[config.mk]
export PLATFORM = sky130hd
export DESIGN_NAME = stepper_axis_travel_measure_top_flat
export DESIGN_NICKNAME = d
export VERILOG_FILES = /design/src/sv/stam_pkg.sv /design/src/sv/stam_ifs.sv /design/src/sv/stam_in_reg.sv /design/src/sv/stam_core.sv /design/src/sv/stepper_axis_travel_measure_top.sv /design/src/flat_wrapper.sv
export VERILOG_INCLUDE_DIRS = /design/src /design/src/sv
export SDC_FILE = /design/constraint.sdc
export NUM_CORES = 1
export LEC_CHECK = 0
export BUFFER_PORTS_ARGS = -buffer_cell sky130_fd_sc_hd__buf_4
export CORE_ASPECT_RATIO = 0.8
export CORE_MARGIN = 5
export CORE_UTILIZATION = 55
export CTS_BUF_LIST = sky130_fd_sc_hd__clkbuf_8 sky130_fd_sc_hd__clkbuf_16
export CTS_CLUSTER_SIZE = 16
export DETAILED_ROUTE_END_ITERATION = 8
export PLACE_DENSITY = 0.75
export REMOVE_ABC_BUFFERS = 1
export SETUP_SLACK_MARGIN = 0.3
export SYNTH_ARGS = -nofsm -noshare
export SYNTH_HDL_FRONTEND = slang
export SYNTH_HIERARCHICAL = 1
export SYNTH_SLANG_ARGS = --single-unit
[constraint.sdc]
create_clock -name clock -period 7 [get_ports clock]
set_input_delay 0.7 -clock clock [delete_from_list [all_inputs] [get_ports clock]]
set_output_delay 0.7 -clock clock [all_outputs]
set_load 0.01 [all_outputs]
[src/sv/stepper_axis_travel_measure_top_macros.svh]
// Assertion helpers used by the core RTL file (stam_core).
`ifndef STEPPER_AXIS_TRAVEL_MEASURE_TOP_MACROS_SVH
`define STEPPER_AXIS_TRAVEL_MEASURE_TOP_MACROS_SVH

// Same-cycle implication, off during reset.
`define STAM_ASSERT_NOW(label, ante, cons, msg) \
   label: assert property (@(posedge clock) disable iff (reset) (ante) |-> (cons)) \
      else $error(msg);

// Next-cycle implication, off during reset.
`define STAM_ASSERT_NEXT(label, ante, cons, msg) \
   label: assert property (@(posedge clock) disable iff (reset) (ante) |=> (cons)) \
      else $error(msg);

`endif

[src/sv/stam_pkg.sv]
`default_nettype none
package stam_pkg;

   localparam int SEARCH_W = 18;
   localparam int TRAVEL_W = 19;
   localparam int CSR_DATA_W = 19;

   localparam logic [SEARCH_W-1:0] SEARCH_LIMIT_RESET = 18'd200000;
   localparam logic [TRAVEL_W-1:0] TRAVEL_LIMIT_RESET = 19'd400000;

   typedef enum logic [1:0] {
      PH_IDLE   = 2'd0,
      PH_SEARCH = 2'd1,
      PH_TRAVEL = 2'd2
   } phase_type;

   typedef enum logic [0:0] {
      CSR_SEARCH_LIMIT = 1'b0,
      CSR_TRAVEL_LIMIT = 1'b1
   } csr_index_type;

   typedef enum logic [1:0] {
      SW_NONE = 2'd0,
      SW_X    = 2'd1,
      SW_Y    = 2'd2,
      SW_Z    = 2'd3
   } switch_id_type;

   typedef enum logic [0:0] {
      CMD_TICK  = 1'b0,
      CMD_START = 1'b1
   } command_type;

   localparam logic [1:0] AXIS_INVALID = 2'd3;

   typedef struct packed {
      logic       command;
      logic [1:0] axis_select;
      logic       switch_x;
      logic       switch_y;
      logic       switch_z;
   } req_item_type;

   typedef struct packed {
      logic                step_now;
      logic                direction;
      logic [1:0]          axis_out;
      logic                busy_res;
      logic                done_res;
      logic                failed;
      logic [TRAVEL_W-1:0] travel_steps;
   } rsp_item_type;

   // Exactly one pressed switch names it, anything else is none.
   function automatic switch_id_type switch_id(input logic x, input logic y, input logic z);
      switch_id_type id;
      id = SW_NONE;
      if (x && !y && !z) id = SW_X;
      else if (!x && y && !z) id = SW_Y;
      else if (!x && !y && z) id = SW_Z;
      return id;
   endfunction

endpackage
`default_nettype wire

[src/sv/stam_ifs.sv]
`default_nettype none
interface stam_req_if;
   import stam_pkg::*;
   logic       valid;
   logic       ready;
   logic       command;
   logic [1:0] axis_select;
   logic       switch_x;
   logic       switch_y;
   logic       switch_z;

   modport source (output valid, command, axis_select, switch_x, switch_y, switch_z,
                   input ready);
   modport sink (input valid, command, axis_select, switch_x, switch_y, switch_z,
                 output ready);
endinterface

interface stam_rsp_if;
   import stam_pkg::*;
   logic                valid;
   logic                ready;
   logic                step_now;
   logic                direction;
   logic [1:0]          axis_out;
   logic                busy_res;
   logic                done_res;
   logic                failed;
   logic [TRAVEL_W-1:0] travel_steps;

   modport source (output valid, step_now, direction, axis_out, busy_res, done_res,
                   failed, travel_steps, input ready);
   modport sink (input valid, step_now, direction, axis_out, busy_res, done_res,
                 failed, travel_steps, output ready);
endinterface
`default_nettype wire

[src/sv/stam_in_reg.sv]
`default_nettype none
module stam_in_reg (
   input  wire logic                  clock,
   input  wire logic                  reset,
   stam_req_if.sink                   req_chan,
   output logic                       item_valid,
   output stam_pkg::req_item_type     item,
   input  wire logic                  item_ready
);
   import stam_pkg::*;

   logic         valid_ff;
   logic         valid_in;
   req_item_type item_ff;
   logic         take;

   assign req_chan.ready = !valid_ff || item_ready;
   assign take = req_chan.valid && req_chan.ready;

   always_comb begin
      valid_in = valid_ff;
      if (take) begin
         valid_in = 1'b1;
      end else if (item_ready) begin
         valid_in = 1'b0;
      end
   end

   always_ff @(posedge clock) begin
      if (reset) begin
         valid_ff <= 1'b0;
      end else begin
         valid_ff <= valid_in;
      end
   end

   always_ff @(posedge clock) begin
      if (take) begin
         item_ff.command     <= req_chan.command;
         item_ff.axis_select <= req_chan.axis_select;
         item_ff.switch_x    <= req_chan.switch_x;
         item_ff.switch_y    <= req_chan.switch_y;
         item_ff.switch_z    <= req_chan.switch_z;
      end
   end

   assign item_valid = valid_ff;
   assign item = item_ff;

endmodule
`default_nettype wire

[src/sv/stam_core.sv]
`default_nettype none
`include "stepper_axis_travel_measure_top_macros.svh"
module stam_core (
   input  wire logic                            clock,
   input  wire logic                            reset,
   input  wire logic                            csr_we,
   input  wire logic [0:0]                      csr_index,
   input  wire logic [stam_pkg::CSR_DATA_W-1:0] csr_wdata,
   input  wire logic                            item_valid,
   input  wire stam_pkg::req_item_type          item,
   output logic                                 item_ready,
   stam_rsp_if.source                           rsp_chan
);
   import stam_pkg::*;

   logic [SEARCH_W-1:0] search_limit_ff;
   logic [TRAVEL_W-1:0] travel_limit_ff;

   phase_type           phase_ff, phase_in;
   logic                dir_ff, dir_in;
   logic [1:0]          axis_ff, axis_in;
   switch_id_type       start_ff, start_in;
   logic [SEARCH_W-1:0] search_ff, search_in;
   logic [TRAVEL_W-1:0] travel_ff, travel_in;

   logic                rsp_valid_ff, rsp_valid_in;
   rsp_item_type        rsp_ff, rsp_in;
   logic                advance;

   assign item_ready = !rsp_valid_ff || rsp_chan.ready;
   assign advance = item_valid && item_ready;

   always_ff @(posedge clock) begin
      if (reset) begin
         search_limit_ff <= SEARCH_LIMIT_RESET;
         travel_limit_ff <= TRAVEL_LIMIT_RESET;
      end else if (csr_we) begin
         unique case (csr_index_type'(csr_index))
            CSR_SEARCH_LIMIT: search_limit_ff <= csr_wdata[SEARCH_W-1:0];
            CSR_TRAVEL_LIMIT: travel_limit_ff <= csr_wdata[TRAVEL_W-1:0];
            default: ;
         endcase
      end
   end

   always_comb begin
      switch_id_type id;
      logic          go_travel;
      logic          step, busy, done, fail;
      logic [TRAVEL_W-1:0] count;

      id = switch_id(item.switch_x, item.switch_y, item.switch_z);
      go_travel = 1'b0;
      step = 1'b0;
      busy = 1'b0;
      done = 1'b0;
      fail = 1'b0;
      count = '0;
      phase_in = phase_ff;
      dir_in = dir_ff;
      axis_in = axis_ff;
      start_in = start_ff;
      search_in = search_ff;
      travel_in = travel_ff;

      if (item.command == CMD_START) begin
         if (item.axis_select == AXIS_INVALID) begin
            phase_in = PH_IDLE;
            done = 1'b1;
            fail = 1'b1;
         end else begin
            axis_in = item.axis_select;
            search_in = '0;
            travel_in = '0;
            start_in = id;
            if (id != SW_NONE) begin
               go_travel = 1'b1;
            end else if (search_limit_ff == '0) begin
               phase_in = PH_IDLE;
               done = 1'b1;
               fail = 1'b1;
            end else begin
               phase_in = PH_SEARCH;
               search_in = SEARCH_W'(1);
               step = 1'b1;
               busy = 1'b1;
            end
         end
      end else begin
         unique case (phase_ff)
            PH_SEARCH: begin
               if (id != SW_NONE) begin
                  start_in = id;
                  dir_in = !dir_ff;
                  go_travel = 1'b1;
               end else if (search_ff >= search_limit_ff) begin
                  phase_in = PH_IDLE;
                  done = 1'b1;
                  fail = 1'b1;
               end else begin
                  search_in = search_ff + SEARCH_W'(1);
                  step = 1'b1;
                  busy = 1'b1;
               end
            end
            PH_TRAVEL: begin
               if (id != SW_NONE && id != start_ff) begin
                  dir_in = !dir_ff;
                  phase_in = PH_IDLE;
                  done = 1'b1;
                  count = travel_ff;
               end else if (travel_ff >= travel_limit_ff) begin
                  phase_in = PH_IDLE;
                  done = 1'b1;
                  fail = 1'b1;
               end else begin
                  travel_in = travel_ff + TRAVEL_W'(1);
                  step = 1'b1;
                  busy = 1'b1;
               end
            end
            default: begin
               phase_in = PH_IDLE;
            end
         endcase
      end

      // Entering travel: the first travel step goes out with this request, unless the travel limit is zero.
      if (go_travel) begin
         travel_in = '0;
         if (travel_limit_ff == '0) begin
            phase_in = PH_IDLE;
            done = 1'b1;
            fail = 1'b1;
         end else begin
            phase_in = PH_TRAVEL;
            travel_in = TRAVEL_W'(1);
            step = 1'b1;
            busy = 1'b1;
         end
      end

      rsp_in.step_now = step;
      rsp_in.direction = dir_in;
      rsp_in.axis_out = axis_in;
      rsp_in.busy_res = busy;
      rsp_in.done_res = done;
      rsp_in.failed = fail;
      rsp_in.travel_steps = count;
   end

   always_comb begin
      rsp_valid_in = rsp_valid_ff;
      if (advance) begin
         rsp_valid_in = 1'b1;
      end else if (rsp_chan.ready) begin
         rsp_valid_in = 1'b0;
      end
   end

   always_ff @(posedge clock) begin
      if (reset) begin
         phase_ff <= PH_IDLE;
         dir_ff <= 1'b1;
         axis_ff <= '0;
         start_ff <= SW_NONE;
         search_ff <= '0;
         travel_ff <= '0;
         rsp_valid_ff <= 1'b0;
      end else begin
         rsp_valid_ff <= rsp_valid_in;
         if (advance) begin
            phase_ff <= phase_in;
            dir_ff <= dir_in;
            axis_ff <= axis_in;
            start_ff <= start_in;
            search_ff <= search_in;
            travel_ff <= travel_in;
         end
      end
   end

   always_ff @(posedge clock) begin
      if (advance) begin
         rsp_ff <= rsp_in;
      end
   end

   assign rsp_chan.valid = rsp_valid_ff;
   assign rsp_chan.step_now = rsp_ff.step_now;
   assign rsp_chan.direction = rsp_ff.direction;
   assign rsp_chan.axis_out = rsp_ff.axis_out;
   assign rsp_chan.busy_res = rsp_ff.busy_res;
   assign rsp_chan.done_res = rsp_ff.done_res;
   assign rsp_chan.failed = rsp_ff.failed;
   assign rsp_chan.travel_steps = rsp_ff.travel_steps;

   `STAM_ASSERT_NOW(a_search_count_live, phase_ff == PH_SEARCH, search_ff != '0, "search phase with zero count")
   `STAM_ASSERT_NOW(a_travel_state_live, phase_ff == PH_TRAVEL, travel_ff != '0 && start_ff != SW_NONE, "travel phase without count or start switch")
   `STAM_ASSERT_NOW(a_step_means_busy, rsp_valid_ff && rsp_ff.step_now, rsp_ff.busy_res && !rsp_ff.done_res, "step issued outside a running measurement")
   `STAM_ASSERT_NOW(a_count_only_on_pass, rsp_valid_ff && rsp_ff.travel_steps != '0, rsp_ff.done_res && !rsp_ff.failed, "travel count on a request that is not a pass")
   `STAM_ASSERT_NEXT(a_dir_holds, !advance, $stable(dir_ff) && $stable(phase_ff), "run state moved without a request")

endmodule
`default_nettype wire

[src/sv/stepper_axis_travel_measure_top.sv]
`default_nettype none
// Stepper axis travel measurement. A start request picks an axis and samples the three limit
// switches; the block then issues one step per tick request, searching for a switch and then
// counting steps until a different switch closes, and reports the count with done (or failed
// on a limit or invalid axis). Each request yields exactly one response; the request is held
// in the input register and the response in the response register. With rsp ready held high
// a new request is taken every cycle, the pace being set by the single decision stage between
// the request register and the response register. Step limits are to be written by the user
// over the csr port while no request is in flight; the block itself does not enforce this.
module stepper_axis_travel_measure_top (
   input  wire logic                            clock,
   input  wire logic                            reset,
   stam_req_if.sink                             req_chan,
   stam_rsp_if.source                           rsp_chan,
   input  wire logic                            csr_we,
   input  wire logic [0:0]                      csr_index,
   input  wire logic [stam_pkg::CSR_DATA_W-1:0] csr_wdata
);
   import stam_pkg::*;

   logic         item_valid;
   logic         item_ready;
   req_item_type item;

   stam_in_reg u_in_reg (
      .clock      (clock),
      .reset      (reset),
      .req_chan   (req_chan),
      .item_valid (item_valid),
      .item       (item),
      .item_ready (item_ready)
   );

   stam_core u_core (
      .clock      (clock),
      .reset      (reset),
      .csr_we     (csr_we),
      .csr_index  (csr_index),
      .csr_wdata  (csr_wdata),
      .item_valid (item_valid),
      .item       (item),
      .item_ready (item_ready),
      .rsp_chan   (rsp_chan)
   );

endmodule
`default_nettype wire
[src/flat_wrapper.sv]
// flat-port wrapper written by rule: the top's interface ports become plain ports
module stepper_axis_travel_measure_top_flat import stam_pkg::*;
  (clock, reset, csr_we, csr_index, csr_wdata, req_chan_valid, req_chan_command, req_chan_axis_select, req_chan_switch_x, req_chan_switch_y, req_chan_switch_z, req_chan_ready, rsp_chan_valid, rsp_chan_step_now, rsp_chan_direction, rsp_chan_axis_out, rsp_chan_busy_res, rsp_chan_done_res, rsp_chan_failed, rsp_chan_travel_steps, rsp_chan_ready);
  stam_req_if req_chan_i ();
  stam_rsp_if rsp_chan_i ();
  input  wire logic clock;
  input  wire logic reset;
  input  wire logic csr_we;
  input  wire logic [0:0] csr_index;
  input  wire logic [stam_pkg::CSR_DATA_W-1:0] csr_wdata;
  input wire logic [$bits(req_chan_i.valid)-1:0] req_chan_valid;
  input wire logic [$bits(req_chan_i.command)-1:0] req_chan_command;
  input wire logic [$bits(req_chan_i.axis_select)-1:0] req_chan_axis_select;
  input wire logic [$bits(req_chan_i.switch_x)-1:0] req_chan_switch_x;
  input wire logic [$bits(req_chan_i.switch_y)-1:0] req_chan_switch_y;
  input wire logic [$bits(req_chan_i.switch_z)-1:0] req_chan_switch_z;
  output wire logic [$bits(req_chan_i.ready)-1:0] req_chan_ready;
  output wire logic [$bits(rsp_chan_i.valid)-1:0] rsp_chan_valid;
  output wire logic [$bits(rsp_chan_i.step_now)-1:0] rsp_chan_step_now;
  output wire logic [$bits(rsp_chan_i.direction)-1:0] rsp_chan_direction;
  output wire logic [$bits(rsp_chan_i.axis_out)-1:0] rsp_chan_axis_out;
  output wire logic [$bits(rsp_chan_i.busy_res)-1:0] rsp_chan_busy_res;
  output wire logic [$bits(rsp_chan_i.done_res)-1:0] rsp_chan_done_res;
  output wire logic [$bits(rsp_chan_i.failed)-1:0] rsp_chan_failed;
  output wire logic [$bits(rsp_chan_i.travel_steps)-1:0] rsp_chan_travel_steps;
  input wire logic [$bits(rsp_chan_i.ready)-1:0] rsp_chan_ready;
  assign req_chan_i.valid = req_chan_valid;
  assign req_chan_i.command = req_chan_command;
  assign req_chan_i.axis_select = req_chan_axis_select;
  assign req_chan_i.switch_x = req_chan_switch_x;
  assign req_chan_i.switch_y = req_chan_switch_y;
  assign req_chan_i.switch_z = req_chan_switch_z;
  assign req_chan_ready = req_chan_i.ready;
  assign rsp_chan_valid = rsp_chan_i.valid;
  assign rsp_chan_step_now = rsp_chan_i.step_now;
  assign rsp_chan_direction = rsp_chan_i.direction;
  assign rsp_chan_axis_out = rsp_chan_i.axis_out;
  assign rsp_chan_busy_res = rsp_chan_i.busy_res;
  assign rsp_chan_done_res = rsp_chan_i.done_res;
  assign rsp_chan_failed = rsp_chan_i.failed;
  assign rsp_chan_travel_steps = rsp_chan_i.travel_steps;
  assign rsp_chan_i.ready = rsp_chan_ready;
  stepper_axis_travel_measure_top u_core (.clock(clock), .reset(reset), .req_chan(req_chan_i), .rsp_chan(rsp_chan_i), .csr_we(csr_we), .csr_index(csr_index), .csr_wdata(csr_wdata));
endmodule
-- Word-level counts from Yosys, hierarchy flattened
Cells that the tools add are included.
Widths: inputs -> output; s select.
- flip-flop bits (word level): 114
- input port bits: 31
- bits in latches: 0
- memory bits (read-only): 0
- logic and storage cells: 147
- output and inout port bits: 28
- bits in writable memories: 0
- memories kept: 0
- div/mod/pow operators: 0
- eq/ne operators: 14
- multiply operators: 0
- magnitude comparators: 2
- reductions and logical operators: 32
- bitwise logic cells: 3
- shifts and indexed selects: 0
- mux-type cells: 73
- add/subtract/negate cells: 2
- operators with widths (kind ; number):
    $mux 19 ; 6
    $mux 18 ; 5
    $mux 1 ; 39
    $mux 2 ; 18
    $add 19x1->19 const B ; 1
    $ge 19x19->1 ; 1
    $logic_not 19->1 ; 1
    $add 18x1->18 const B ; 1
    $ge 18x18->1 ; 1
    $logic_not 18->1 ; 1
    $reduce_and 5->1 ; 3
    $reduce_bool 2->1 ; 5
    $logic_and 1x1->1 ; 9
    $ne 4x3->1 const B ; 2
    $pmux 1 s2 ; 4
    $logic_not 1->1 ; 6
    $ne 3x1->1 const B ; 2
    $ne 5x4->1 const B ; 1
    $eq 2x2->1 const B ; 2
    $ne 2x1->1 const B ; 2
    $ne 4x4->1 const B ; 1
    $pmux 2 s2 ; 1
    $reduce_and 2->1 ; 2
    $reduce_and 4->1 ; 1
    other kinds (8) ; 11

-- Logic depth before layout (Yosys ltp)
Gate-level depths: netlist of run 1.
- depth in word-level cells: 13
- mapped depth: 11
- gate-level depth less buffers: 9

-- By module
The synthesis of run 1 kept the hierarchy.
- modules (own cells, without submodules) (module ; cells an instance ; area an instance (um^2) ; seq. area each (um^2) ; instances):
    stam_core ; 693 ; 5836.8 ; 2392.3 ; 1
    stam_in_reg ; 11 ; 235.2 ; 200.2 ; 1

-- Worst setup path before layout of run 1
No wires, ideal clock.
- path type: in2reg
- start: input port rsp_chan_ready
- end: register u_core.u_core.travel_ff[17]
- arrival: 2.937 ns
- library setup time: 0.075 ns
- required time: 6.925 ns
- path slack: 3.989 ns
- cell stages on the path: 9
- path buffers: 1
- path through: nand2b_1 > nand2_1 > inv_1 > nand2_1 > a211oi_2 > a21boi_1 > buf_2 > or4_1 > o22ai_1
- cells in the longest elaborated chain, start to end: 3
- ends and longest elaborated chain (item ; line ; RTL):
    start: declaration ; flat_wrapper.sv:26 ; input wire logic [$bits(rsp_chan_i.ready)-1:0] rsp_chan_ready;
    $logic_or 1x1->1 ; stam_core.sv:30 ; assign item_ready = !rsp_valid_ff || rsp_chan.ready;
    $logic_and 1x1->1 ; stam_core.sv:31 ; assign advance = item_valid && item_ready;
    net u_core.u_core.advance ; stam_core.sv:28 ; logic advance;
    $reduce_and 5->1 (no line) ; n/a ;
    end signal: assignment ; stam_core.sv:178 ; travel_ff <= travel_in;
    end: declaration ; stam_core.sv:24 ; logic [TRAVEL_W-1:0] travel_ff, travel_in;
The timed path passes the listed nets, and every way through them passes these cells.
A chain may end at the register's enable or synchronous reset.

-- Worst setup path after layout of run 1
- start: input port rsp_chan_ready
- end: register u_core.u_core.travel_ff[13]
- cells in the longest elaborated chain, start to end: 3
- ends and longest elaborated chain (item ; line ; RTL):
    $logic_or 1x1->1 ; stam_core.sv:30 ;
    net u_core.item_ready ; stepper_axis_travel_measure_top.sv:22 ; logic item_ready;
    $logic_and 1x1->1 ; stam_core.sv:31 ;
    net u_core.u_core.advance ; stam_core.sv:28 ;
    $reduce_and 5->1 (no line) ; n/a ;
The timed path passes the listed nets, and every way through them passes these cells.

==> results of run 1 <==
## worst max path at each step
stage                                        to  depth (start not counted)  slack [ps]
floorplan           u_core/u_core/travel_ff[13]                          8        4010
global placement    u_core/u_core/travel_ff[13]                          9        3570
detailed placement   u_core/u_core/travel_ff[8]                          9        3410
CTS                 u_core/u_core/travel_ff[13]                          9        3810
global route         u_core/u_core/search_ff[5]                          8        3450
finish              u_core/u_core/travel_ff[13]                          9        3770
## synth_stat cells, drive strengths merged, types with 11 or more instances
cell,count,area [µm²]
nor3,16,80.08
and2,19,121.4
nor2,49,183.9
nand3,18,90.09
ha,41,513.0
nand2,105,394.1
dfxtp,83,1662
or4,14,105.1
nand4,17,106.4
o31ai,12,90.09
a21oi,68,347.8
o21ai,28,147.6
clkbuf,18,67.56
edfxtp,31,930.9
buf,12,71.31
inv,54,202.7
nor4,11,83.83
## flip-flops by register name, indices dropped and copies added (netlist names), 2 cells and up
name	count
u_core/u_core/start_ff	2
u_core/u_core/travel_ff	19
u_core/u_core/travel_limit_ff	19
u_core/u_core/rsp_chan.axis_out	2
u_core/u_core/rsp_chan.travel_steps	19
u_core/u_core/axis_ff	2
u_core/u_core/search_ff	18
u_core/u_in_reg/item	6
u_core/u_core/search_limit_ff	18
u_core/u_core/phase_ff	2
## through the flow
| step | util | cell area, µm² | total power, mW | hold WS (ps) |
|---|---|---|---|---|
| after detailed placement | 0.6044 | 6556 | 0.8658 | 460.1 |
| after CTS | 0.6592 | 7151 | 1.724 | 451.1 |
| after global placement | 0.6044 | 6556 | 0.8591 | 447.0 |
| after global routing | 0.6592 | 7151 | 1.772 | 445.3 |
| after floorplan | - | 5933 | 0.8060 | 430.3 |
| final | 0.6592 | 7151 | 1.718 | 465.6 |
## cells by family (layout without fill, tap and decap cells)
group	after synthesis	count (layout)
XOR/XNOR	8	8
AND/OR/NAND/NOR	296	296
flip-flops	114	114
adder cells (fa/ha/maj)	41	41
AO/OA/AOI/OAI	158	158
multiplexers	2	2
buffers and inverters	85	145
## report_power, final
| part | leakage [nW] | switching, mW | internal (mW) |
|---|---|---|---|
| Clock | 0.313 | 0.290 | 0.572 |
| Combinational | 1.57 | 0.0796 | 0.0536 |
| Sequential | 0.965 | 0.0203 | 0.702 |
| Total | 2.85 | 0.390 | 1.33 |
## critical path, stage by stage
cell,delay [ps]
buf_4,70
nand2b_1,160
nand2_1,180
inv_1,850
nand2_1,210
a211oi_2,370
a21boi_1,300
or4_1,540
o22ai_1,160
## cells in the final DEF, fill, tap and decap left out, types with 3 or more instances in the layout
master / n
nand2_1: 105
dfxtp_1: 83
a21oi_1: 66
inv_1: 59
buf_4: 59
nor2_1: 49
ha_1: 41
edfxtp_1: 31
o21ai_0: 26
clkbuf_16: 18
nand3_1: 18
and2_1: 18
nand4_1: 17
nor3_1: 16
or4_1: 14
o31ai_1: 12
nor4_1: 10
a211o_1: 10
nand3b_1: 9
nand2b_1: 8
and3_1: 8
nor2b_1: 7
xnor2_1: 6
or3_1: 6
a21o_1: 5
clkbuf_8: 4
a31oi_1: 4
o32ai_1: 3
and4_1: 3
## metal layers
layer | track usage | vias up
met5 | 0 | -
met1 | 0.2939 | 2561
met4 | 0.07427 | 0
met3 | 0.07546 | 23
li1 | - | 2597
met2 | 0.3614 | 182
## cell type report
class                      count  share of cell area
tap                          144             0.02520
multi-input combinational    505              0.4383
clock buffer                  22             0.07069
clock inverter                 9             0.01242
sequential                   114              0.3626
inverter                      55             0.02887
timing repair buffer          59             0.06194
==> results.sh, run 1 <==
export IMPL_status="complete, no violations"
export IMPL_coreArea_um2=10850
export IMPL_synth_top_family_by_area="simple AND/OR/NAND/NOR gates"
export IMPL_cp_end_kind="flop"
export IMPL_top_layer_used="met4"
export IMPL_tns_ps=0
export IMPL_num_vias=5363
export IMPL_r2r_cells=8
export IMPL_maxCapViolations=0
export IMPL_hold_path_class="in2reg"
export IMPL_required_ps=7320
export IMPL_h_tree_depth=4
export IMPL_synthXorXnorAreaFrac=0.01278
export IMPL_fp_dieH_um=104.0
export IMPL_rsz0062_at_grt="false"
export IMPL_hpwlAfterDp_mm=10.84
export IMPL_finalHoldViolCount=0
export IMPL_dr_wl_met2_mm=6.959
export IMPL_wl_met3_mm=1.111
export IMPL_port_buffers=58
export IMPL_min_to="u_core/u_in_reg/item[0]"
export IMPL_min_delay_path_depth=1
export IMPL_grt_max_degree=73
export IMPL_antenna_found_initial=0
export IMPL_muxShareOfSynthArea=0.003709
export IMPL_fmax_ghz=0.3096
export IMPL_synth_simple_gate_area_frac=0.2464
export IMPL_met1_length_mm=6.850
export IMPL_reg2reg_to="u_core/u_core/travel_ff[13]"
export IMPL_fillers=914
export IMPL_critical_path_class="in2reg"
export IMPL_leakagePower_nw=2.846
export IMPL_antenna_cells=0
export IMPL_critPathMaxFanout=30
export IMPL_cts_resized=0
export IMPL_drtIter0Drc=356
export IMPL_layout_setup_ws_ps=3770
export IMPL_clk_pin_slew_ps=50
export IMPL_grt_pass1_vias=5190
export IMPL_synthAdderAreaFrac=0.08448
export IMPL_irDropWorstVdd_mv=0.1556
export IMPL_ys_seq_area_frac=0.4270
export IMPL_grt_pass1_wl_mm=24.58
export IMPL_num_io_pins=59
export IMPL_totalWireLength_mm=15.14
export IMPL_slew_viol_final=0
export IMPL_ys_seq_elements=114
export IMPL_clockBufferDepth=2
export IMPL_period_needed_ps=3230
export IMPL_yosys_warnings=6
export IMPL_num_rows=34
export IMPL_slew_headroom=0.1738
export IMPL_multi_input_area_um2=3134
export IMPL_hold_start="req_chan_switch_z"
export IMPL_crit_arrival_ps=3550
export IMPL_first_pass_iters=7
export IMPL_synth_area_um2=6072
export IMPL_track_usage=0.2284
export IMPL_place_ws_ps=3414
export IMPL_crit_path_start="rsp_chan_ready"
export IMPL_place_congestion=0.8816
export IMPL_pwr_density_cell_nw_per_um2=240.3
export IMPL_ant_nets=0
export IMPL_start_util=0.5597
export IMPL_setup_viol=0
export IMPL_synth_edf_count=31
export IMPL_synth_cell_type_count=65
export IMPL_dp_cells=877
export IMPL_crit_path_start_kind="primary input"
export IMPL_synth_compound_area_frac=0.1688
export IMPL_detail_route_wl_per_cell_um=16.68
export IMPL_reg2reg_from="u_core/u_core/rsp_chan.valid"
export IMPL_drc=0
export IMPL_insertion_delay_ps=410
export IMPL_cts_buffers=17
export IMPL_grt_ovfl_total=0
export IMPL_async_reset_ff_frac=0
export IMPL_fin_skew_ps=13.78
export IMPL_areaGrowthSynthToFinish_pct=17.76
export IMPL_die_width_um=127.5
export IMPL_avgViaCountPerCell=5.906
export IMPL_worstMarginPinSlew_ps=1232
export IMPL_layoutNonFillerInstCount=908
export IMPL_ff2ff_setup_slack_ps=3840
export IMPL_cts_tree="built"
export IMPL_ys_flop_type="dfxtp_1"
export IMPL_fin_crit_sh=0.4614
export IMPL_clkSinkCount=114
export IMPL_syn_avg_cell_area_um2=8.625
export IMPL_cts_root_buf="clkbuf_16"
export IMPL_ff_latch_area_um2=2592
export IMPL_drive_above_1_share=0.1361
export IMPL_hold_buffers=0
export IMPL_dieArea_um2=13250
export IMPL_post_cts_buffers=0
export IMPL_num_nets_final=824
export IMPL_synthCells=704
(Power assumes the default switching activity.)
==> run 2, diff against run 1 <==
--- a/config.mk
+++ b/config.mk
@@ -6,14 +6,15 @@
 export SDC_FILE = /design/constraint.sdc
 export NUM_CORES = 1
 export LEC_CHECK = 0
+export ABC_AREA = 1
 export BUFFER_PORTS_ARGS = -buffer_cell sky130_fd_sc_hd__buf_4
 export CORE_ASPECT_RATIO = 0.8
 export CORE_MARGIN = 5
-export CORE_UTILIZATION = 55
+export CORE_UTILIZATION = 54
 export CTS_BUF_LIST = sky130_fd_sc_hd__clkbuf_8 sky130_fd_sc_hd__clkbuf_16
 export CTS_CLUSTER_SIZE = 16
 export DETAILED_ROUTE_END_ITERATION = 8
-export PLACE_DENSITY = 0.75
+export PLACE_DENSITY = 0.76
 export REMOVE_ABC_BUFFERS = 1
 export SETUP_SLACK_MARGIN = 0.3
 export SYNTH_ARGS = -nofsm -noshare
==> constraint.sdc (replaced) <==
create_clock -name clock -period 2.71 [get_ports clock]
set_input_delay 0.271 -clock clock [delete_from_list [all_inputs] [get_ports clock]]
set_output_delay 0.271 -clock clock [all_outputs]
set_load 0.01 [all_outputs]
==> run 2 against run 1 <==
Clock power rose to 2.9 times the previous value. Clock-buffer cell count is 4 lower. Via count is 8.5% higher. Highest routed layer unchanged. Cell count is 20% higher. Die area increased by 7.4%. Synthesized cell count rose by 24%. Largest power group unchanged. Non-clock buffer count increased by 7. Critical endpoint is now u_core/u_core/travel_ff[11].
==> results.sh, run 2 <==
export IMPL_min_to="u_core/u_in_reg/item[3]"
export IMPL_slowest_stage="dfxtp_1"
export IMPL_port_buffers=58
export IMPL_clkSinkCount=114
export IMPL_mostFrequentLayoutCells="174 x nand2_1, 132 x nor2_1, 107 x inv_1"
export IMPL_cts_buffers=17
export IMPL_ff2ff_setup_slack_ps=410
export IMPL_clockBufferDepth=2
export IMPL_h_tree_depth=4
export IMPL_synthCells=873
export IMPL_reg2reg_from="u_core/u_core/travel_limit_ff[2]"
export IMPL_required_ps=3020
export IMPL_slew_viol_final=0
export IMPL_maxCapViolations=0
export IMPL_drc=0
export IMPL_synth_cell_type_count=41
export IMPL_hold_start="req_chan_axis_select[0]"
export IMPL_post_cts_buffers=0
export IMPL_async_reset_ff_frac=0
export IMPL_dpl_cell_area_um2=6972
export IMPL_layout_setup_ws_ps=407.6
export IMPL_met1_length_mm=7.998
export IMPL_synthTopCellsByCount="175 x nand2_1, 133 x nor2_1, 105 x inv_1"
export IMPL_tns_ps=0
export IMPL_num_io_pins=59
export IMPL_grt_max_degree=47
export IMPL_place_ws_ps=327.4
export IMPL_synth_top_area_share=0.2579
export IMPL_reg2reg_to="u_core/u_core/travel_ff[11]"
export IMPL_grt_pass1_vias=5275
export IMPL_wl_met3_mm=1.014
export IMPL_coreArea_um2=11600
export IMPL_fmax_ghz=0.4343
export IMPL_rsz0062_at_grt="true"
export IMPL_cts_tree="built"
export IMPL_antenna_cells=0
export IMPL_top_layer_used="met4"
export IMPL_leakagePower_nw=3.327
export IMPL_ys_flop_type="dfxtp_1"
export IMPL_grt_pass1_wl_mm=26.27
export IMPL_ant_nets=0
export IMPL_synthTopCellsByArea="dfxtp_1 26%, edfxtp_1 14%, nand2_1 10%, ha_1 8.0%, nor2_1 7.7%"
export IMPL_synth_area_um2=6444
export IMPL_avgViaCountPerCell=5.339
export IMPL_areaGrowthSynthToFinish_pct=18.89
export IMPL_place_congestion=0.9035
export IMPL_critPathMaxFanout=25
export IMPL_cts_root_buf="clkbuf_16"
export IMPL_setup_viol=0
export IMPL_insertion_delay_ps=420
export IMPL_num_vias=5819
export IMPL_postLayoutCoreUtil=0.6602
export IMPL_slew_headroom=0.4717
export IMPL_yosys_warnings=6
export IMPL_fp_dieH_um=107.7
export IMPL_status="complete, no violations"
export IMPL_drive_above_1_share=0.1359
export IMPL_critical_path_class="reg2reg"
export IMPL_synth_area_leader_cell="dfxtp_1"
export IMPL_num_rows=35
export IMPL_irDropWorstVdd_mv=0.4329
export IMPL_yosysMostFrequentCell="nand2_1"
export IMPL_finalHoldViolCount=0
export IMPL_layoutNonFillerInstCount=1090
export IMPL_totalWireLength_mm=15.86
export IMPL_detail_route_wl_per_cell_um=14.55
export IMPL_ys_seq_elements=114
export IMPL_die_width_um=132.1
export IMPL_path_cells="inv_1 -> ha_1 -> nand2_1 -> nand2_1 -> nor2_1 -> nor2_1 -> a21oi_1 -> nand3_2 -> nor2_4 -> nand2_2 -> nand2_8 -> nand2_1 -> nand2_1 -> nor2_1"
export IMPL_ys_seq_area_frac=0.4023
export IMPL_slowest_delay_ps=340
export IMPL_crit_arrival_ps=2610
export IMPL_syn_avg_cell_area_um2=7.381
export IMPL_synth_edf_count=31
export IMPL_antenna_found_initial=0
export IMPL_design_area_um2=7661
export IMPL_cp_end_kind="flop"
export IMPL_fin_crit_sh=0.8496
export IMPL_cp_common_cell="nand2_1"
export IMPL_hold_path_class="in2reg"
export IMPL_hpwlAfterDp_mm=11.29
export IMPL_drtIter0Drc=606
export IMPL_num_nets_final=1001
export IMPL_pwr_density_cell_nw_per_um2=646.3
export IMPL_first_pass_iters=4
export IMPL_clk_pin_slew_ps=60
export IMPL_track_usage=0.2260
export IMPL_grt_ovfl_total=0
export IMPL_worstMarginPinSlew_ps=790.2
export IMPL_path_delay_family="simple AND/OR/NAND/NOR gates"
export IMPL_final_common_cell="nand2_1"
export IMPL_dp_cells=1058
export IMPL_crit_buf_inv=1
export IMPL_dr_wl_met2_mm=6.668
export IMPL_fin_skew_ps=14.00
export IMPL_hold_buffers=0
export IMPL_dieArea_um2=14230
export IMPL_min_delay_path_depth=1
export IMPL_start_util=0.5553
export IMPL_r2r_cells=14
export IMPL_crit_path_start_kind="flop"
export IMPL_period_needed_ps=2302
-- run 2: kinds of logic (layout without fill, tap and decap cells) --
family          Yosys count  count (layout)  synth area share
simple gates            411             411            0.2751
buf+inv                 140             209           0.08874
flops                   114             114            0.4023
compound gates          148             148            0.1284
xor+xnor                 19              19           0.02583
fa+ha+maj                41              41           0.07961
-- run 2: timing repair --
action,4_1_cts,5_1_grt
endpoints found under the setup margin,0,37
hold endpoints to repair,0,0
resized for setup,0,9
-- run 2: worst max-delay path by stage --
| stage | start | end | depth (start not counted) |
|---|---|---|---|
| after floorplan | u_core/u_core/rsp_chan.valid | u_core/u_core/search_ff[0] | 7 |
| after global placement | u_core/u_core/search_ff[12] | u_core/u_core/search_ff[2] | 12 |
| after detailed placement | u_core/u_core/search_ff[12] | u_core/u_core/search_ff[15] | 12 |
| after CTS | u_core/u_core/search_ff[12] | u_core/u_core/search_ff[15] | 12 |
| after global routing | u_core/u_core/travel_ff[14] | u_core/u_core/travel_ff[11] | 13 |
| final | u_core/u_core/travel_limit_ff[2] | u_core/u_core/travel_ff[11] | 14 |
-- run 2: power breakdown --
group          leakage [nW]  internal, mW  switching [mW]  total [mW]
logic                  2.04         0.197           0.351       0.547
registers             0.970          1.84          0.0596        1.90
clock network         0.321          1.73           0.774        2.50
-- run 2: metrics by stage --
stage	hold slack (ps)	power (mW)
6_report	31.63	4.951
3_3_place_gp	449.9	2.453
5_1_grt	19.39	5.130
4_1_cts	23.90	4.958
3_5_place_dp	450.5	2.465
2_1_floorplan	333.4	2.269
-- run 2: routing by layer --
| layer | vias up | track usage |
|---|---|---|
| met4 | 0 | 0.06314 |
| met1 | 2655 | 0.3283 |
| met3 | 17 | 0.05935 |
| li1 | 2965 | - |
| met2 | 182 | 0.3302 |
| met5 | - | 0 |
-- run 2: layout make-up --
cell class                      instances  area, µm²
Timing Repair Buffer                   66      499.2
Fill cell                             998       3944
Inverter                              111      419.2
Clock inverter                         14      219.0
Tap cell                              148      185.2
Multi-Input combinational cell        619       3303
Clock buffer                           18      439.2
Sequential cell                       114       2596
==> run 3, diff against run 2 <==
==> constraint.sdc (replaced) <==
create_clock -name clock -period 1.9 [get_ports clock]
set_input_delay 0.19 -clock clock [delete_from_list [all_inputs] [get_ports clock]]
set_output_delay 0.19 -clock clock [all_outputs]
set_load 0.01 [all_outputs]
==> run 3 against run 2 <==
The run now ends with design-rule violations, negative setup slack left. Sequential power is 44% higher. Global-route usage is 8.0 points higher. Clock skew is 6.9 ps lower. Clock power is 24% higher. Sequential share of layout area is 7.1 points lower. Hold slack worse by 25 ps. Clock-buffer cell count stayed put. Routed wire length is 81% higher. Non-clock buffer count is 133 higher. Fmax is 9.6% lower. Largest power group unchanged.
==> results.sh, run 3 (synthesized netlist as in run 2, its figures left out) <==
export IMPL_start_util=0.5553
export IMPL_layoutNonFillerInstCount=1226
export IMPL_cts_tree="built"
export IMPL_grt_max_degree=41
export IMPL_grt_ovfl_total=0
export IMPL_crit_path_start_kind="flop"
export IMPL_total_power_mw=7.310
export IMPL_slew_headroom=0.4804
export IMPL_mostFrequentLayoutCells="166 x buf_4, 130 x nand2_1, 112 x nor2_1"
export IMPL_antenna_cells=0
export IMPL_drive_above_1_share=0.4304
export IMPL_multi_input_area_um2=4335
export IMPL_cts_root_buf="clkbuf_16"
export IMPL_required_ps=2200
export IMPL_h_tree_depth=4
export IMPL_first_pass_iters=9
export IMPL_clkSinkCount=114
export IMPL_violations="design-rule violations, negative setup slack"
export IMPL_ff2ff_setup_slack_ps=-650
export IMPL_critPathMaxFanout=7
export IMPL_min_to="u_core/u_core/travel_limit_ff[11]"
export IMPL_cts_buffers=17
export IMPL_insertion_delay_ps=430
export IMPL_r2r_cells=16
export IMPL_setup_viol=43
export IMPL_design_area_um2=9807
export IMPL_clockBufferDepth=2
export IMPL_leakagePower_nw=4.072
export IMPL_pwr_density_cell_nw_per_um2=745.4
export IMPL_hpwlAfterDp_mm=12.25
export IMPL_num_rows=35
export IMPL_drc=2
export IMPL_worstMarginPinSlew_ps=778.6
export IMPL_maxCapViolations=0
export IMPL_drtIter0Drc=1618
export IMPL_clk_pin_slew_ps=60
export IMPL_place_ws_ps=-289.3
export IMPL_dp_cells=1152
export IMPL_status="finished, violations left"
export IMPL_port_buffers=58
export IMPL_min_delay_path_depth=3
export IMPL_reg2reg_from="u_core/u_core/travel_limit_ff[5]"
export IMPL_fmax_ghz=0.3928
export IMPL_track_usage=0.3061
export IMPL_critical_path_class="reg2reg"
export IMPL_rsz0062_at_grt="true"
export IMPL_detail_route_wl_per_cell_um=23.47
export IMPL_avgViaCountPerCell=6.677
export IMPL_slew_viol_final=0
export IMPL_layout_setup_ws_ps=-645.7
export IMPL_irDropWorstVdd_mv=0.6846
export IMPL_place_congestion=0.9304
export IMPL_num_io_pins=59
export IMPL_final_common_cell="buf_4"
export IMPL_fin_crit_sh=1.340
export IMPL_cp_end_kind="flop"
export IMPL_die_width_um=132.1
export IMPL_fillers=557
export IMPL_fin_skew_ps=7.135
export IMPL_reg2reg_to="u_core/u_core/travel_ff[7]"
export IMPL_dpl_cell_area_um2=7727
export IMPL_period_needed_ps=2546
export IMPL_ff_latch_area_um2=2628
export IMPL_fp_dieH_um=107.7
export IMPL_coreArea_um2=11600
export IMPL_areaGrowthSynthToFinish_pct=52.19
export IMPL_antenna_found_initial=0
export IMPL_hold_path_class="in2reg"
export IMPL_totalWireLength_mm=28.78
export IMPL_num_nets_final=1137
export IMPL_ant_nets=0
export IMPL_crit_arrival_ps=2840
export IMPL_dieArea_um2=14230
export IMPL_num_vias=8186
export IMPL_finalHoldViolCount=0
export IMPL_hold_start="csr_wdata[11]"
export IMPL_grt_pass1_vias=7066
export IMPL_grt_pass1_wl_mm=35.12
## run 3: cell types whose count changed in the layout (fill, tap and decap cells not counted), moves of 19 or more
cell	previous run	this run
buf_4	65	166
buf_6	1	20
dfxtp_1	80	55
dfxtp_2	3	28
ha_1	41	10
ha_4	0	30
inv_1	107	78
inv_2	4	32
nand2_1	174	130
nand2_2	7	39
nand3_1	41	17
nand3_2	1	20
nor2_1	132	112
## run 3: power breakdown
| part | internal [mW] | switching [mW] |
|---|---|---|
| registers | 2.63 | 0.0962 |
| clock network | 1.93 | 1.19 |
| logic | 0.594 | 0.872 |
## run 3: critical path: stages (launching register included)
cell and delay (ps):
dfxtp_2 360, inv_1 80, ha_1 280, nand2_1 110
inv_2 70, nand2_1 120, nand2_1 130, nand2_1 130
nand2_1 90, nand2_2 120, nand3_4 100, nor2_4 240
nand2_8 180, nand2_8 180, nand2_2 80, nand2_1 90
nor2_1 70
## run 3: how the worst max path moves through the flow
stage,start,end,slack (ps),cells past startpoint
4_1_cts,u_core/u_core/search_limit_ff[14],u_core/u_core/phase_ff[0],-140,15
6_report,u_core/u_core/travel_limit_ff[5],u_core/u_core/travel_ff[7],-650,16
3_5_place_dp,u_core/u_core/travel_limit_ff[2],u_core/u_core/travel_ff[16],-290,14
5_1_grt,u_core/u_core/travel_limit_ff[5],u_core/u_core/travel_ff[7],-710,16
2_1_floorplan,u_core/u_core/rsp_chan.valid,u_core/u_core/search_ff[0],-780,7
3_3_place_gp,u_core/u_core/travel_limit_ff[2],u_core/u_core/travel_ff[1],-210,14
## run 3: per-layer routing
| metal | up-vias | share of wire | GRT usage |
|---|---|---|---|
| li1 | 3248 | - | - |
| met1 | 3635 | 0.34 | 0.3920 |
| met2 | 952 | 0.42 | 0.4874 |
| met3 | 351 | 0.14 | 0.07991 |
| met4 | 0 | 0.098 | 0.1366 |
| met5 | - | 0 | 0 |
## run 3: layout make-up
| class | count | share of cell area |
|---|---|---|
| Clock inverter | 14 | 0.01238 |
| Sequential cell | 114 | 0.2679 |
| Timing Repair Buffer | 199 | 0.1712 |
| Tap cell | 148 | 0.01888 |
| Clock buffer | 18 | 0.04478 |
| Multi-Input combinational cell | 622 | 0.4421 |
| Inverter | 111 | 0.04274 |
## run 3: stage by stage
step	utilization	setup TNS, ps	hold WS, ps
3_3_place_gp	0.6659	-6758	368.3
2_1_floorplan	-	-17820	252.4
6_report	0.8451	-21720	6.941
3_5_place_dp	0.6659	-9204	369.3
4_1_cts	0.8019	-3902	5.693
5_1_grt	0.8451	-24730	15.27
## run 3: what timing repair did
action                                  4_1_cts  5_1_grt
resized for setup                           155      129
setup buffers                                25        5
hold buffers                                  6        0
pin swaps                                    74       60
cloned                                        6        0
endpoints found under the setup margin       64       68
endpoints found under the hold margin         6        0
